===== config.mk =====
export PLATFORM = sky130hd
export DESIGN_NAME = sata_command_table_builder
export DESIGN_NICKNAME = d
export VERILOG_FILES = /design/src/hdl/sctb_pkg.sv /design/src/hdl/sctb_datapath.sv /design/src/hdl/sctb_controller.sv /design/src/hdl/sata_command_table_builder.sv
export SDC_FILE = /design/constraint.sdc
export NUM_CORES = 1
export LEC_CHECK = 0
export ABC_AREA = 1
export CAP_MARGIN = 20
export CORE_MARGIN = 3
export CORE_UTILIZATION = 60
export DETAILED_ROUTE_END_ITERATION = 8
export DONT_BUFFER_PORTS = 1
export PLACE_DENSITY = 0.76
export SYNTH_ARGS = -nofsm -noshare
export SYNTH_HDL_FRONTEND = slang
export SYNTH_SLANG_ARGS = --single-unit
export TNS_END_PERCENT = 30

===== constraint.sdc =====
create_clock -name clock -period 9.9 [get_ports clock]
set_clock_uncertainty 0.2 [all_clocks]
set_input_delay 2.475 -clock clock [delete_from_list [all_inputs] [get_ports clock]]
set_output_delay 2.475 -clock clock [all_outputs]
set_load 0.1 [all_outputs]

===== src/hdl/sctb_pkg.sv =====
// Shared types, constants and the register FIS dword table of the command table builder.
// No dependencies; every other file of the block imports this package.
`timescale 1ns / 1ps

package sctb_pkg;

   localparam int MAX_TABLE_ENTRIES_DEF = 32;
   localparam int CHUNK_LIMIT_BYTES_DEF = 4194304;
   localparam int SECTOR_BYTES_DEF      = 512;

   // A request gives at most this many words: header, FIS and entries.
   localparam int MAX_RESULTS = 14;
   localparam int FIS_DWORDS  = 5;
   localparam int ENTRY_SLOTS = MAX_RESULTS - 1 - FIS_DWORDS;

   localparam int IDX_W     = 5;
   localparam int FLAGS_W   = 16;
   localparam int ECOUNT_W  = 6;
   localparam int BCOUNT_W  = 22;
   localparam int REQ_DATA_W = 144;
   localparam int RSP_DATA_W = 152;

   localparam logic [7:0] FIS_TYPE_H2D   = 8'h27;
   localparam logic [7:0] FIS_CMD_BIT    = 8'h80;
   localparam logic [7:0] DEVICE_LBA_BIT = 8'h40;
   localparam logic [FLAGS_W-1:0] FLAGS_FIS_LEN = 16'd5;
   localparam logic [FLAGS_W-1:0] FLAGS_WRITE   = 16'h0040;

   typedef enum logic [2:0] {
      KIND_HEADER   = 3'd0,
      KIND_FIS      = 3'd1,
      KIND_ENTRY    = 3'd2,
      KIND_NO_DATA  = 3'd3,
      KIND_OVERFLOW = 3'd4
   } kind_type;

   typedef enum logic [2:0] {
      ST_IDLE,
      ST_CHECK,
      ST_COUNT,
      ST_HEADER,
      ST_FIS,
      ST_ENTRY
   } state_type;

   typedef struct packed {
      logic     load_req;
      logic     start_count;
      logic     count_step;
      logic     restart;
      logic     fis_step;
      logic     entry_step;
      logic     emit;
      kind_type kind;
      logic     last;
   } dp_cmd_type;

   typedef struct packed {
      logic bad_data;
      logic rem_zero;
      logic at_limit;
      logic fis_last;
      logic entries_zero;
      logic entry_final;
   } dp_status_type;

   function automatic logic [31:0] fis_dword(input logic [IDX_W-1:0] idx,
                                             input logic [7:0] code,
                                             input logic [47:0] lba,
                                             input logic [15:0] count);
      logic [31:0] dw;
      dw = 32'd0;
      case (idx)
         5'd0:    dw = {8'h00, code, FIS_CMD_BIT, FIS_TYPE_H2D};
         5'd1:    dw = {DEVICE_LBA_BIT, lba[23:0]};
         5'd2:    dw = {8'h00, lba[47:24]};
         5'd3:    dw = {16'h0000, count};
         default: dw = 32'd0;
      endcase
      return dw;
   endfunction

endpackage


===== src/hdl/sctb_datapath.sv =====
// Datapath of the command table builder: request and base registers, chunk arithmetic
// and the result word register. Depends on sctb_pkg; driven by sctb_controller.
`timescale 1ns / 1ps

module sctb_datapath #(
   parameter int MAX_TABLE_ENTRIES = sctb_pkg::MAX_TABLE_ENTRIES_DEF,
   parameter int CHUNK_LIMIT_BYTES = sctb_pkg::CHUNK_LIMIT_BYTES_DEF,
   parameter int SECTOR_BYTES      = sctb_pkg::SECTOR_BYTES_DEF
) (
   input  logic                                 clock,
   input  logic                                 reset,
   input  logic                                 csr_wr_en,
   input  logic [63:0]                          csr_wr_data,
   input  logic [7:0]                           in_command_code,
   input  logic [47:0]                          in_block_address,
   input  logic [15:0]                          in_sector_count,
   input  logic [63:0]                          in_buffer_address,
   input  logic                                 in_is_write,
   input  logic                                 in_has_data,
   input  sctb_pkg::dp_cmd_type                 cmd,
   output sctb_pkg::dp_status_type              status,
   output sctb_pkg::kind_type                   out_item_kind,
   output logic [sctb_pkg::IDX_W-1:0]           out_word_index,
   output logic [sctb_pkg::FLAGS_W-1:0]         out_header_flags,
   output logic [sctb_pkg::ECOUNT_W-1:0]        out_entry_count,
   output logic [31:0]                          out_fis_dword,
   output logic [63:0]                          out_region_address,
   output logic [sctb_pkg::BCOUNT_W-1:0]        out_byte_count_minus_one,
   output logic                                 out_interrupt_on_done,
   output logic                                 out_last
);
   import sctb_pkg::*;

   localparam int TOTAL_W = 16 + $clog2(SECTOR_BYTES + 1);
   localparam int CHUNK_W = $clog2(CHUNK_LIMIT_BYTES + 1);
   localparam int REM_W   = (TOTAL_W > CHUNK_W) ? TOTAL_W : CHUNK_W;
   localparam int ENTRY_LIMIT = (MAX_TABLE_ENTRIES < ENTRY_SLOTS) ?
                                MAX_TABLE_ENTRIES : ENTRY_SLOTS;
   localparam int CNT_W = $clog2(ENTRY_LIMIT + 1);
   localparam logic [REM_W-1:0] CHUNK_LIM = REM_W'(CHUNK_LIMIT_BYTES);

   logic [7:0]       code_ff;
   logic [47:0]      lba_ff;
   logic [15:0]      count_ff;
   logic [63:0]      buf_ff;
   logic             wr_ff;
   logic             data_ff;
   logic [63:0]      base_ff;
   logic [REM_W-1:0] rem_ff, rem_in;
   logic [REM_W-1:0] off_ff, off_in;
   logic [CNT_W-1:0] cnt_ff, cnt_in;
   logic [IDX_W-1:0] idx_ff, idx_in;

   logic [REM_W-1:0] total;
   logic [REM_W-1:0] chunk;

   kind_type              kind_ff;
   logic [IDX_W-1:0]      widx_ff, widx_in;
   logic [FLAGS_W-1:0]    flags_ff, flags_in;
   logic [ECOUNT_W-1:0]   ecount_ff, ecount_in;
   logic [31:0]           dword_ff, dword_in;
   logic [63:0]           region_ff, region_in;
   logic [BCOUNT_W-1:0]   bcount_ff, bcount_in;
   logic                  irq_ff, irq_in;
   logic                  last_ff;

   assign total = REM_W'(count_ff) * REM_W'(SECTOR_BYTES);
   assign chunk = (rem_ff > CHUNK_LIM) ? CHUNK_LIM : rem_ff;

   assign status.bad_data     = data_ff && (count_ff == 16'd0 || buf_ff == 64'd0);
   assign status.rem_zero     = (rem_ff == '0);
   assign status.at_limit     = (cnt_ff == CNT_W'(ENTRY_LIMIT));
   assign status.fis_last     = (idx_ff == IDX_W'(FIS_DWORDS - 1));
   assign status.entries_zero = (cnt_ff == '0);
   assign status.entry_final  = (rem_ff <= CHUNK_LIM);

   always_ff @(posedge clock) begin
      if (reset) begin
         base_ff <= 64'd0;
      end else if (csr_wr_en) begin
         base_ff <= csr_wr_data;
      end
   end

   always_ff @(posedge clock) begin
      if (cmd.load_req) begin
         code_ff  <= in_command_code;
         lba_ff   <= in_block_address;
         count_ff <= in_sector_count;
         buf_ff   <= in_buffer_address;
         wr_ff    <= in_is_write;
         data_ff  <= in_has_data;
      end
   end

   always_comb begin
      rem_in = rem_ff;
      off_in = off_ff;
      cnt_in = cnt_ff;
      idx_in = idx_ff;
      if (cmd.start_count) begin
         // Without a data phase there is nothing to count.
         rem_in = data_ff ? total : '0;
         cnt_in = '0;
      end
      if (cmd.count_step) begin
         rem_in = rem_ff - chunk;
         cnt_in = cnt_ff + 1'b1;
      end
      if (cmd.restart) begin
         rem_in = total;
         off_in = '0;
         idx_in = '0;
      end
      if (cmd.fis_step) begin
         idx_in = status.fis_last ? '0 : idx_ff + 1'b1;
      end
      if (cmd.entry_step) begin
         rem_in = rem_ff - chunk;
         off_in = off_ff + chunk;
         idx_in = idx_ff + 1'b1;
      end
   end

   always_ff @(posedge clock) begin
      rem_ff <= rem_in;
      off_ff <= off_in;
      cnt_ff <= cnt_in;
      idx_ff <= idx_in;
   end

   // Result word fields; everything a kind does not use stays zero.
   always_comb begin
      widx_in   = '0;
      flags_in  = '0;
      ecount_in = '0;
      dword_in  = '0;
      region_in = '0;
      bcount_in = '0;
      irq_in    = 1'b0;
      case (cmd.kind)
         KIND_HEADER: begin
            flags_in  = FLAGS_FIS_LEN | (wr_ff ? FLAGS_WRITE : '0);
            ecount_in = ECOUNT_W'(cnt_ff);
            region_in = base_ff;
         end
         KIND_FIS: begin
            widx_in  = idx_ff;
            dword_in = fis_dword(idx_ff, code_ff, lba_ff, count_ff);
         end
         KIND_ENTRY: begin
            widx_in   = idx_ff;
            region_in = buf_ff + 64'(off_ff);
            bcount_in = BCOUNT_W'(chunk - 1'b1);
            irq_in    = status.entry_final;
         end
         default: begin
         end
      endcase
   end

   always_ff @(posedge clock) begin
      if (cmd.emit) begin
         kind_ff   <= cmd.kind;
         widx_ff   <= widx_in;
         flags_ff  <= flags_in;
         ecount_ff <= ecount_in;
         dword_ff  <= dword_in;
         region_ff <= region_in;
         bcount_ff <= bcount_in;
         irq_ff    <= irq_in;
         last_ff   <= cmd.last;
      end
   end

   assign out_item_kind            = kind_ff;
   assign out_word_index           = widx_ff;
   assign out_header_flags         = flags_ff;
   assign out_entry_count          = ecount_ff;
   assign out_fis_dword            = dword_ff;
   assign out_region_address       = region_ff;
   assign out_byte_count_minus_one = bcount_ff;
   assign out_interrupt_on_done    = irq_ff;
   assign out_last                 = last_ff;

endmodule


===== src/hdl/sctb_controller.sv =====
// Controller of the command table builder: request acceptance, the entry counting pass
// and the sequencing of result words. Depends on sctb_pkg; commands sctb_datapath.
`timescale 1ns / 1ps

module sctb_controller (
   input  logic                     clock,
   input  logic                     reset,
   input  logic                     req_tvalid,
   output logic                     req_tready,
   output logic                     rsp_tvalid,
   input  logic                     rsp_tready,
   input  sctb_pkg::dp_status_type  status,
   output sctb_pkg::dp_cmd_type     cmd
);
   import sctb_pkg::*;

   state_type state_ff, state_in;
   logic      rsp_valid_ff, rsp_valid_in;
   logic      out_free;

   // The result register can take a new word if it is empty or being emptied now.
   assign out_free   = !rsp_valid_ff || rsp_tready;
   assign req_tready = (state_ff == ST_IDLE);
   assign rsp_tvalid = rsp_valid_ff;

   always_ff @(posedge clock) begin
      if (reset) begin
         state_ff     <= ST_IDLE;
         rsp_valid_ff <= 1'b0;
      end else begin
         state_ff     <= state_in;
         rsp_valid_ff <= rsp_valid_in;
      end
   end

   always_comb begin
      state_in = state_ff;
      cmd      = '0;
      cmd.kind = KIND_HEADER;
      case (state_ff)
         ST_IDLE: begin
            if (req_tvalid) begin
               cmd.load_req = 1'b1;
               state_in     = ST_CHECK;
            end
         end
         ST_CHECK: begin
            if (status.bad_data) begin
               if (out_free) begin
                  cmd.emit = 1'b1;
                  cmd.kind = KIND_NO_DATA;
                  cmd.last = 1'b1;
                  state_in = ST_IDLE;
               end
            end else begin
               cmd.start_count = 1'b1;
               state_in = ST_COUNT;
            end
         end
         ST_COUNT: begin
            // One chunk is counted per cycle; the count is zero without a data phase.
            if (status.rem_zero) begin
               state_in = ST_HEADER;
            end else if (status.at_limit) begin
               if (out_free) begin
                  cmd.emit = 1'b1;
                  cmd.kind = KIND_OVERFLOW;
                  cmd.last = 1'b1;
                  state_in = ST_IDLE;
               end
            end else begin
               cmd.count_step = 1'b1;
            end
         end
         ST_HEADER: begin
            if (out_free) begin
               cmd.emit    = 1'b1;
               cmd.kind    = KIND_HEADER;
               cmd.restart = 1'b1;
               state_in    = ST_FIS;
            end
         end
         ST_FIS: begin
            if (out_free) begin
               cmd.emit     = 1'b1;
               cmd.kind     = KIND_FIS;
               cmd.last     = status.fis_last && status.entries_zero;
               cmd.fis_step = 1'b1;
               if (status.fis_last) begin
                  state_in = status.entries_zero ? ST_IDLE : ST_ENTRY;
               end
            end
         end
         ST_ENTRY: begin
            if (out_free) begin
               cmd.emit       = 1'b1;
               cmd.kind       = KIND_ENTRY;
               cmd.last       = status.entry_final;
               cmd.entry_step = 1'b1;
               if (status.entry_final) begin
                  state_in = ST_IDLE;
               end
            end
         end
         default: begin
            state_in = ST_IDLE;
         end
      endcase
   end

   always_comb begin
      if (cmd.emit) begin
         rsp_valid_in = 1'b1;
      end else if (rsp_tready) begin
         rsp_valid_in = 1'b0;
      end else begin
         rsp_valid_in = rsp_valid_ff;
      end
   end

endmodule


===== src/hdl/sata_command_table_builder.sv =====
// Top level of the command table builder: stream ports, field packing and the
// controller and datapath instances. Depends on sctb_pkg, sctb_controller, sctb_datapath.
//
//   channel  direction  handshake              payload
//   req      in         req_tvalid/req_tready  req_tdata (one disk command)
//   rsp      out        rsp_tvalid/rsp_tready  rsp_tdata, rsp_tuser, rsp_tlast
//   csr      in         csr_wr_en              csr_wr_data (command table base)
//
// A request of E scatter entries (at most 8 with the defaults) goes through a check state,
// a counting pass over its chunks, then one word per cycle while rsp is not stalled.
// A request without data gives only the header and FIS words; one rejected for missing
// data gives a single word; an overflow is found after the counting pass reaches the limit.
// Reset clears the controller and the table base; no clearing pass is needed.
// A stalled rsp holds the sequencer; a new request is taken while the final word waits.
`timescale 1ns / 1ps

module sata_command_table_builder #(
   parameter int MAX_TABLE_ENTRIES = sctb_pkg::MAX_TABLE_ENTRIES_DEF,
   parameter int CHUNK_LIMIT_BYTES = sctb_pkg::CHUNK_LIMIT_BYTES_DEF,
   parameter int SECTOR_BYTES      = sctb_pkg::SECTOR_BYTES_DEF
) (
   input  logic                              clock,
   input  logic                              reset,
   input  logic                              csr_wr_en,
   input  logic [63:0]                       csr_wr_data,
   input  logic                              req_tvalid,
   output logic                              req_tready,
   // command_code, block_address, sector_count, buffer_address, is_write, has_data
   input  logic [sctb_pkg::REQ_DATA_W-1:0]   req_tdata,
   output logic                              rsp_tvalid,
   input  logic                              rsp_tready,
   // word_index, header_flags, entry_count, fis_dword, region_address,
   // byte_count_minus_one, interrupt_on_done
   output logic [sctb_pkg::RSP_DATA_W-1:0]   rsp_tdata,
   // item_kind
   output logic [2:0]                        rsp_tuser,
   output logic                              rsp_tlast
);
   import sctb_pkg::*;

   dp_cmd_type          cmd;
   dp_status_type       status;
   kind_type            kind;
   logic [IDX_W-1:0]    word_index;
   logic [FLAGS_W-1:0]  header_flags;
   logic [ECOUNT_W-1:0] entry_count;
   logic [31:0]         fis_dword_w;
   logic [63:0]         region_address;
   logic [BCOUNT_W-1:0] byte_count_minus_one;
   logic                interrupt_on_done;

   sctb_controller u_controller (
      .clock      (clock),
      .reset      (reset),
      .req_tvalid (req_tvalid),
      .req_tready (req_tready),
      .rsp_tvalid (rsp_tvalid),
      .rsp_tready (rsp_tready),
      .status     (status),
      .cmd        (cmd)
   );

   sctb_datapath #(
      .MAX_TABLE_ENTRIES (MAX_TABLE_ENTRIES),
      .CHUNK_LIMIT_BYTES (CHUNK_LIMIT_BYTES),
      .SECTOR_BYTES      (SECTOR_BYTES)
   ) u_datapath (
      .clock                    (clock),
      .reset                    (reset),
      .csr_wr_en                (csr_wr_en),
      .csr_wr_data              (csr_wr_data),
      .in_command_code          (req_tdata[7:0]),
      .in_block_address         (req_tdata[55:8]),
      .in_sector_count          (req_tdata[71:56]),
      .in_buffer_address        (req_tdata[135:72]),
      .in_is_write              (req_tdata[136]),
      .in_has_data              (req_tdata[137]),
      .cmd                      (cmd),
      .status                   (status),
      .out_item_kind            (kind),
      .out_word_index           (word_index),
      .out_header_flags         (header_flags),
      .out_entry_count          (entry_count),
      .out_fis_dword            (fis_dword_w),
      .out_region_address       (region_address),
      .out_byte_count_minus_one (byte_count_minus_one),
      .out_interrupt_on_done    (interrupt_on_done),
      .out_last                 (rsp_tlast)
   );

   assign rsp_tdata = {6'd0, interrupt_on_done, byte_count_minus_one, region_address,
                       fis_dword_w, entry_count, header_flags, word_index};
   assign rsp_tuser = 3'(kind);

endmodule


## Yosys cells after proc, flatten, opt, wreduce, memory -nomap -nowiden

Index checks and enable logic that the tools add are counted.

- Register bits after elaboration: 408

- $add $sub $neg: 6
- Order comparisons: 2
- Eq/ne operators: 19
- Mux-type cells: 53
- Reductions and logical operators: 19

Operators with widths:

| operator | number |
|---|---|
| $mux 26 | 7 |
| $pmux 64 s2 | 1 |
| $pmux 31 s4 | 1 |
| $add 64x26->64 | 1 |
| $logic_not 64->1 | 1 |
| $mux 5 | 10 |
| $mux 3 | 12 |
| $add 26x26->26 | 1 |
| $gt 26x23->1 const B | 1 |
| $le 26x23->1 const B | 1 |
| $logic_not 26->1 | 1 |
| $sub 26x26->26 | 1 |
| $mux 25 | 1 |
| $sub 22x1->22 const B | 1 |
| $pmux 4 s5 | 1 |
| $pmux 3 s6 | 1 |
| $logic_not 16->1 | 1 |
| $mux 1 | 13 |
| $mux 4 | 3 |
| $eq 5x2->1 const B | 2 |
| $ne 2x1->1 const B | 5 |
| $eq 3x2->1 const B | 3 |
| $mux 7 | 1 |
| $reduce_and 7->1 | 1 |
| 21 further kinds | 28 |

## Logic depth before layout (Yosys ltp)

Gate-level depths: netlist of run 1.

- Depth in word-level cells: 9
- Mapped depth: 27

## Hierarchy

From an unflattened synthesis of run 1, not the netlist that was laid out.

- Cells, all modules: 2314
- Area total of the unflattened synthesis: 20669.8 um^2

By module, submodules not included:

| module | times used | cells an instance | area an instance (um^2) | sequential area each (um^2) |
|---|---|---|---|---|
| sctb_datapath | 1 | 2220 | 20103.0 | 11070.6 |
| sctb_controller | 1 | 86 | 510.5 | 80.1 |
| sata_command_table_builder | 1 | 8 | 56.3 | 0.0 |

## Least setup slack after synthesis of run 1

OpenSTA, ideal clock, no wires.

- Path type: input port to flip-flop
- From: input req_tvalid
- To: register u_datapath.buf_ff[0] (enable)
- Library setup time: 0.638 ns
- Data arrival time: 8.195 ns
- Data required time: 9.062 ns
- Setup slack: 0.867 ns
- Stages: 2
- Path through: inv_1 > nor2_1

RTL lines:

| element | line | source |
|---|---|---|
| start: declaration | sata_command_table_builder.sv:26 | `input logic req_tvalid,` |
| end signal: assignment | sctb_datapath.sv:90 | `buf_ff <= in_buffer_address;` |
| end: declaration | sctb_datapath.sv:45 | `logic [63:0] buf_ff;` |

## Final worst setup path of run 1

- From: input rsp_tready
- To: register u_datapath.region_ff[2] (netlist: u_datapath.out_region_address[2]) (data pin)

- Cells in the longest elaborated chain, start to end: 7
- Elaborated cells between the ends (all ways): 12

RTL lines:

| element | line | source |
|---|---|---|
| start: declaration | sata_command_table_builder.sv:31 | `input logic rsp_tready,` |
| $logic_or 1x1->1 (*) | sctb_controller.sv:22 | `assign out_free = !rsp_valid_ff \|\| rsp_tready;` |
| $mux 5 | sctb_controller.sv:65 | `if (out_free) begin` |
| $mux 5 | sctb_controller.sv:64 | `end else if (status.at_limit) begin` |
| $mux 5 | sctb_controller.sv:62 | `if (status.rem_zero) begin` |
| $pmux 4 s5 (*) | sctb_controller.sv:40 | `case (state_ff)` |
| $eq 3x2->1 or $logic_not 3->1 (tied branches) | sctb_datapath.sv:141 | `case (cmd.kind)` |
| $pmux 64 s2 (*) | sctb_datapath.sv:141 |  |
| net u_datapath.region_in[2] | sctb_datapath.sv:62 | `logic [63:0] region_ff, region_in;` |
| end signal: assignment | sctb_datapath.sv:169 | `region_ff <= region_in;` |
| end: declaration | sctb_datapath.sv:62 |  |

The timed path passes the listed nets; every way through them passes the cells marked *.
A chain may end at the register's enable or synchronous reset.

==> impl_metrics.yaml, run 1 <==
route:
  post_drt_wl_per_cell_um: 19.27
  vias: 15478
  drc_errors: 0
  avgViaCountPerCell: 5.795
  dr.pass1.iters: 6
  drt-initial-drc-count: 1284
  drt-total-wl_um: 51470
  drt.antenna.violating_nets: 0
clock_network:
  cts_sinks: 394
  clk_path_buf_depth: 3
  cts_tree: "built"
  cts_hold_buf: 0
  clock_latency_ns: 0.55
  cts_root_buf: "clkbuf_16"
  numCtsBuffers: 40
  cts_setup_buffers: 0
  cts_resized: 0
  htreeDepth: 2
  clk_pin_slew_ns: 0.06
die:
  ioPinCount: 371
  chipHeight_um: 189.6
  die-area_mm2: 0.03595
  start_util_pct: 61.53
  die_w_um: 189.6
  core_area_mm2: 0.03287
  rows: 66
cells_and_area:
  design_area_mm2: 0.02177
  seqCellArea_mm2: 0.01115
  nets: 2469
  fin_util_pct: 66.23
  multiInputGateArea_mm2: 0.007604
  drive_above_1_share_pct: 5.798
  fillCellCount: 2626
  syn2layout_area_growth_pct: 7.634
yosys:
  yosysMostFrequentCell: "nand2_1"
  synth_top_family_by_area: "simple AND/OR/NAND/NOR gates"
  yosys.area.top_type: "edfxtp_1"
  synth_compound_area_share_pct: 12.41
  synth_xor_area_share_pct: 1.905
  ys_top_cells_by_area: "edfxtp_1 48%, dfxtp_1 6.7%, nand2_1 6.6%"
  postSynthAreaPerCell_um2: 9.193
  ys_seq_area_share_pct: 55.13
  ys_ff_latch: 394
  ys_warn_count: 0
  ys.flop_type: "edfxtp_1"
  synth_area_mm2: 0.02022
  synth_commonest_cells: "358 x nand2_1, 326 x edfxtp_1, 280 x inv_1, 264 x nor2_1, 165 x o21ai_0"
  yosys-mux-area-fraction_pct: 0
  synth-simple-area-share_pct: 18.71
  synth-edff-count: 326
  synth-adder-area-share_pct: 3.848
  ys_types: 59
  netlist.area_leader.share_pct: 48.40
  async_flop_share_pct: 0
  synthCells: 2200
hold_path:
  min_from: "u_datapath.base_ff[10]"
  hp-class: "flip-flop to flip-flop"
timing:
  slew_headroom_pct: 31.77
  finalMaxSlewViolations: 0
  setup_tns_ns: 0
  max_freq_ghz: 0.1877
  whs_ns: 0.2568
  finalSetupViolCount: 0
  rsz0062_at_grt: "no"
  worst_slew_pin_slew_ns: 1.018
  finalCritPeriodShare_pct: 53.83
  final-hold-violation-count: 0
  fin_crit_ns: 5.329
placed_design:
  port_buffers: 0
  gp_congestion: 0.9564
  placed_area_mm2: 0.02052
  dp_hpwl_um: 38650
run_status:
  status: "finished clean"
worst_setup_path:
  end_kind: "flip-flop"
  crit_type: "input pin to flip-flop"
  cp_max_fo: 45
  critPathLaunchType: "input pin"
  worstPathArrival_ns: 5.53
  startpoint: "rsp_tready"
  r2r_start: "u_datapath.rem_ff[22]"
  required_ns: 10.10
power_and_ir_drop:
  power_density_mw_per_mm2: 321.4
  leakagePower_nw: 8.686
  peakVddDrop_uv: 293.7
global_route:
  grt.overflow.total: 0
  antenna_found_initial: 5
  grt_pass1_vias: 14361
  grt_max_degree: 104
  grt_usage_pct: 27.47
  grt_pass1_wl_um: 77420
flow_run:
  drv_cap: 0
## worst max-delay path: stages
cell and delay (ns):
nor2_1 0.40, nor2_4 0.08, inv_2 0.46, buf_4 0.54, nand4_4 0.66, inv_2 0.66, nand2_1 0.11, nand2_1 0.08
## worst paths after layout
kind,to,cells after the start,slack [ns]
setup / recovery,u_datapath.out_region_address[2],8,4.57
hold / removal,u_datapath.base_ff[10],2,0.26
setup reg to reg,u_datapath.off_ff[18],17,5.17
hold reg to reg,u_datapath.base_ff[10],2,0.26
## routing by layer
layer  track usage [%]  wire length (um)  vias up
li1                  -                 -     7469
met1             35.54             20670     7207
met2             45.99             24450      702
met3             6.689              4709       98
met4             8.814              1626        2
met5                 0                 9        -
## logic make-up (layout without fill, tap and decap cells)
logic type	Yosys count	count (layout)
flops	394	394
fa+ha+maj	61	61
xor+xnor	44	44
simple gates	870	870
buf+inv	378	374
compound gates	451	451
other cells	2	35
## state kept, by name (all words and copies together) (netlist names), 2 cells and up
| signal | flops |
|---|---|
| u_datapath.base_ff | 64 |
| u_datapath.lba_ff | 48 |
| u_datapath.rem_ff | 26 |
| u_datapath.out_entry_count | 4 |
| u_datapath.buf_ff | 64 |
| u_datapath.out_header_flags | 2 |
| u_datapath.out_byte_count_minus_one | 22 |
| u_datapath.out_item_kind | 3 |
| u_datapath.out_region_address | 64 |
| u_datapath.idx_ff | 5 |
| u_datapath.off_ff | 26 |
| u_datapath.cnt_ff | 4 |
| u_datapath.out_word_index | 5 |
| u_datapath.out_fis_dword | 25 |
| u_controller.state_ff | 3 |
| u_datapath.code_ff | 8 |
| u_datapath.count_ff | 16 |
## cells in the final DEF (no fill, tap or decap), drive strengths merged, types with 2 or more instances in the layout
cell type and n:
clkbuf 53, or2 9, nand3 108, conb 31
o21a 8, o21ai 174, nand2 364, diode 4
xor2 25, nand3b 3, nand4 33, a31oi 19
o211ai 8, edfxtp 326, nor2 281, a21oi 164
dfxtp 68, buf 16, o22ai 43, a22o 3
clkinv 15, o2bb2ai 2, inv 288, o31ai 5
o21bai 8, a211oi 7, nor4 19, a21o 5
xnor2 19, fa 2, nor3 52, ha 59
## power by group
group          total, mW  internal (mW)  switching [mW]
Sequential          3.74           2.41            1.33
Combinational       1.83          0.486            1.35
Clock               1.42          0.802           0.619
Total               7.00           3.70            3.29
## cell type report
cell class | instances | share of cell area [%]
clock inverters | 19 | 0.7127
inverters | 286 | 4.943
diodes | 4 | 0.04598
flip-flops and latches | 394 | 51.22
clock buffers | 53 | 4.960
multi-input cells | 1457 | 34.93
repair buffers | 16 | 0.6437
well taps | 442 | 2.541
## per-stage QoR
stage / std cells / power [mW] / setup WS, ns
floorplan: 2229 / 5.147 / 0.8673
global placement: 2595 / 5.528 / 4.097
detailed placement: 2595 / 5.576 / 4.067
CTS: 2667 / 7.003 / 4.616
global route: 2670 / 7.327 / 4.320
finish: 2671 / 6.995 / 4.571
Note: power is estimated with default switching activity, not from simulation.
==> run 2, diff against run 1 <==
==> constraint.sdc (replaced) <==
create_clock -name clock -period 5.1 [get_ports clock]
set_clock_uncertainty 0.2 [all_clocks]
set_input_delay 1.275 -clock clock [delete_from_list [all_inputs] [get_ports clock]]
set_output_delay 1.275 -clock clock [all_outputs]
set_load 0.1 [all_outputs]
==> impl_metrics.yaml, run 2 (same netlist as run 1, synthesis figures left out) <==
run_status:
  status: "complete, but fails checks"
  violations: "DRC"
timing:
  worst_slew_pin_slew_ns: 1.039
  final-hold-violation-count: 0
  finalCritPeriodShare_pct: 82.04
  finalMaxSlewViolations: 0
  rsz0062_at_grt: "no"
  finalSetupViolCount: 0
  max_freq_ghz: 0.2390
  fin_crit_ns: 4.184
  slew_headroom_pct: 30.34
  whs_ns: 0.2532
power_and_ir_drop:
  power.switching_mw: 6.465
  p_comb_share_pct: 26.4
  internal_power_mw: 7.462
  power_frac_seq_pct: 51.9
  pwr-share-clk_pct: 21.7
  peakVddDrop_uv: 478.7
  swShare_pct: 46.42
  power.total_mw: 13.93
  leakagePower_nw: 8.793
  power_density_mw_per_mm2: 632.7
cells_and_area:
  syn2layout_area_growth_pct: 8.847
  fillCellCount: 2565
  multiInputGateArea_mm2: 0.007604
  drive_above_1_share_pct: 6.219
  layout_common_cells: "357 x nand2_1, 326 x edfxtp_1, 279 x inv_1"
  design_area_mm2: 0.02201
  final_common_cell: "nand2_1"
  nets: 2476
  fin_util_pct: 66.98
  seqCellArea_mm2: 0.01115
clock_network:
  cts_hold_buf: 0
  htreeDepth: 2
  clock_latency_ns: 0.55
  clk_path_buf_depth: 3
  cts_resized: 0
  cts_tree: "built"
  cts_root_buf: "clkbuf_16"
  cts_sinks: 394
  numCtsBuffers: 41
  cts_setup_buffers: 0
  clk_pin_slew_ns: 0.06
die:
  start_util_pct: 61.53
  ioPinCount: 371
  chipHeight_um: 189.6
  rows: 66
  core_area_mm2: 0.03287
  die-area_mm2: 0.03595
  die_w_um: 189.6
global_route:
  grt.overflow.total: 0
  grt_usage_pct: 28.31
  antenna_found_initial: 8
  grt_max_degree: 70
  grt_pass1_vias: 14729
  grt_pass1_wl_um: 79770
placed_design:
  dp_hpwl_um: 39080
  port_buffers: 0
  placed_area_mm2: 0.02062
  gp_congestion: 0.9617
worst_setup_path:
  critPathLaunchType: "flip-flop"
  cp_max_fo: 31
  worstPathArrival_ns: 4.27
  required_ns: 5.19
  crit_type: "flip-flop to flip-flop"
  end_kind: "flip-flop"
route:
  drt-initial-drc-count: 1575
  avgViaCountPerCell: 5.827
  drc_errors: 16
  vias: 15645
  drt-total-wl_um: 52730
  post_drt_wl_per_cell_um: 19.64
  dr.pass1.iters: 9
  drt.antenna.violating_nets: 0
hold_path:
  hp-class: "flip-flop to flip-flop"
flow_run:
  drv_cap: 0
## run 2: cell types whose count changed in the layout (fill, tap and decap cells not counted), sizes merged
| cell | before | now |
|---|---|---|
| buf | 16 | 22 |
| bufinv | 1 | 5 |
| diode | 4 | 8 |
| clkbuf | 53 | 54 |
| inv | 288 | 287 |
## run 2: layer usage
layer | global-route usage (%) | wire length (um) | vias to the layer above | part of all wire (%)
li1 | - | - | 7502 | -
met2 | 48.01 | 25620 | 698 | 49
met4 | 9.411 | 1623 | 4 | 3.1
met3 | 5.786 | 4321 | 108 | 8.2
met1 | 36.68 | 21140 | 7333 | 40
met5 | 0 | 26 | - | 0.049
## run 2: power by group through the flow
stage | clock network, mW | registers (mW) | logic [mW]
2_1_floorplan | 0 | 7.18 | 2.75
3_3_place_gp | 0 | 7.25 | 3.53
6_report | 3.02 | 7.22 | 3.68
4_1_cts | 3.06 | 7.22 | 3.64
5_1_grt | 3.19 | 7.29 | 4.07
3_5_place_dp | 0 | 7.27 | 3.62
## run 2: through the flow
step | setup WS, ns | std cells | setup TNS [ns]
final | 0.9159 | 2685 | 0
after global routing | 0.5328 | 2683 | 0
after CTS | 0.9802 | 2677 | 0
after detailed placement | 1.001 | 2601 | 0
after global placement | 1.099 | 2601 | 0
after floorplan | -0.9532 | 2229 | -121.06
## run 2: cell type report
cell class	count	area share (%)
clock buffers	54	5.019
diodes	8	0.09094
flip-flops and latches	394	50.65
well taps	442	2.512
multi-input cells	1457	34.54
clock inverters	22	1.228
repair buffers	22	1.069
inverters	286	4.888
## run 2: worst max-delay path, stage by stage, from the launching register on
cell      delay (ns)
edfxtp_1        0.46
nor3_2          0.09
nand2_1         0.43
nand2_4         0.10
inv_4           0.29
nor2_1          0.17
ha_1            0.26
fa_1            0.39
nand2_1         0.08
nand3_1         0.06
o21ai_0         0.17
inv_1           0.11
a21oi_1         0.21
o21bai_1        0.12
a21boi_0        0.41
o21bai_1        0.14
o21ai_0         0.16
a21oi_1         0.06
## run 2: path summary, 6_finish.rpt
check                   startpoint                    end  slack (ns)  cells past startpoint
max          u_datapath.rem_ff[22]  u_datapath.off_ff[18]        0.92                     17
min reg2reg  u_datapath.base_ff[6]  u_datapath.base_ff[6]        0.25                      2
min          u_datapath.base_ff[6]  u_datapath.base_ff[6]        0.25                      2
max reg2reg  u_datapath.rem_ff[22]  u_datapath.off_ff[18]        0.92                     17
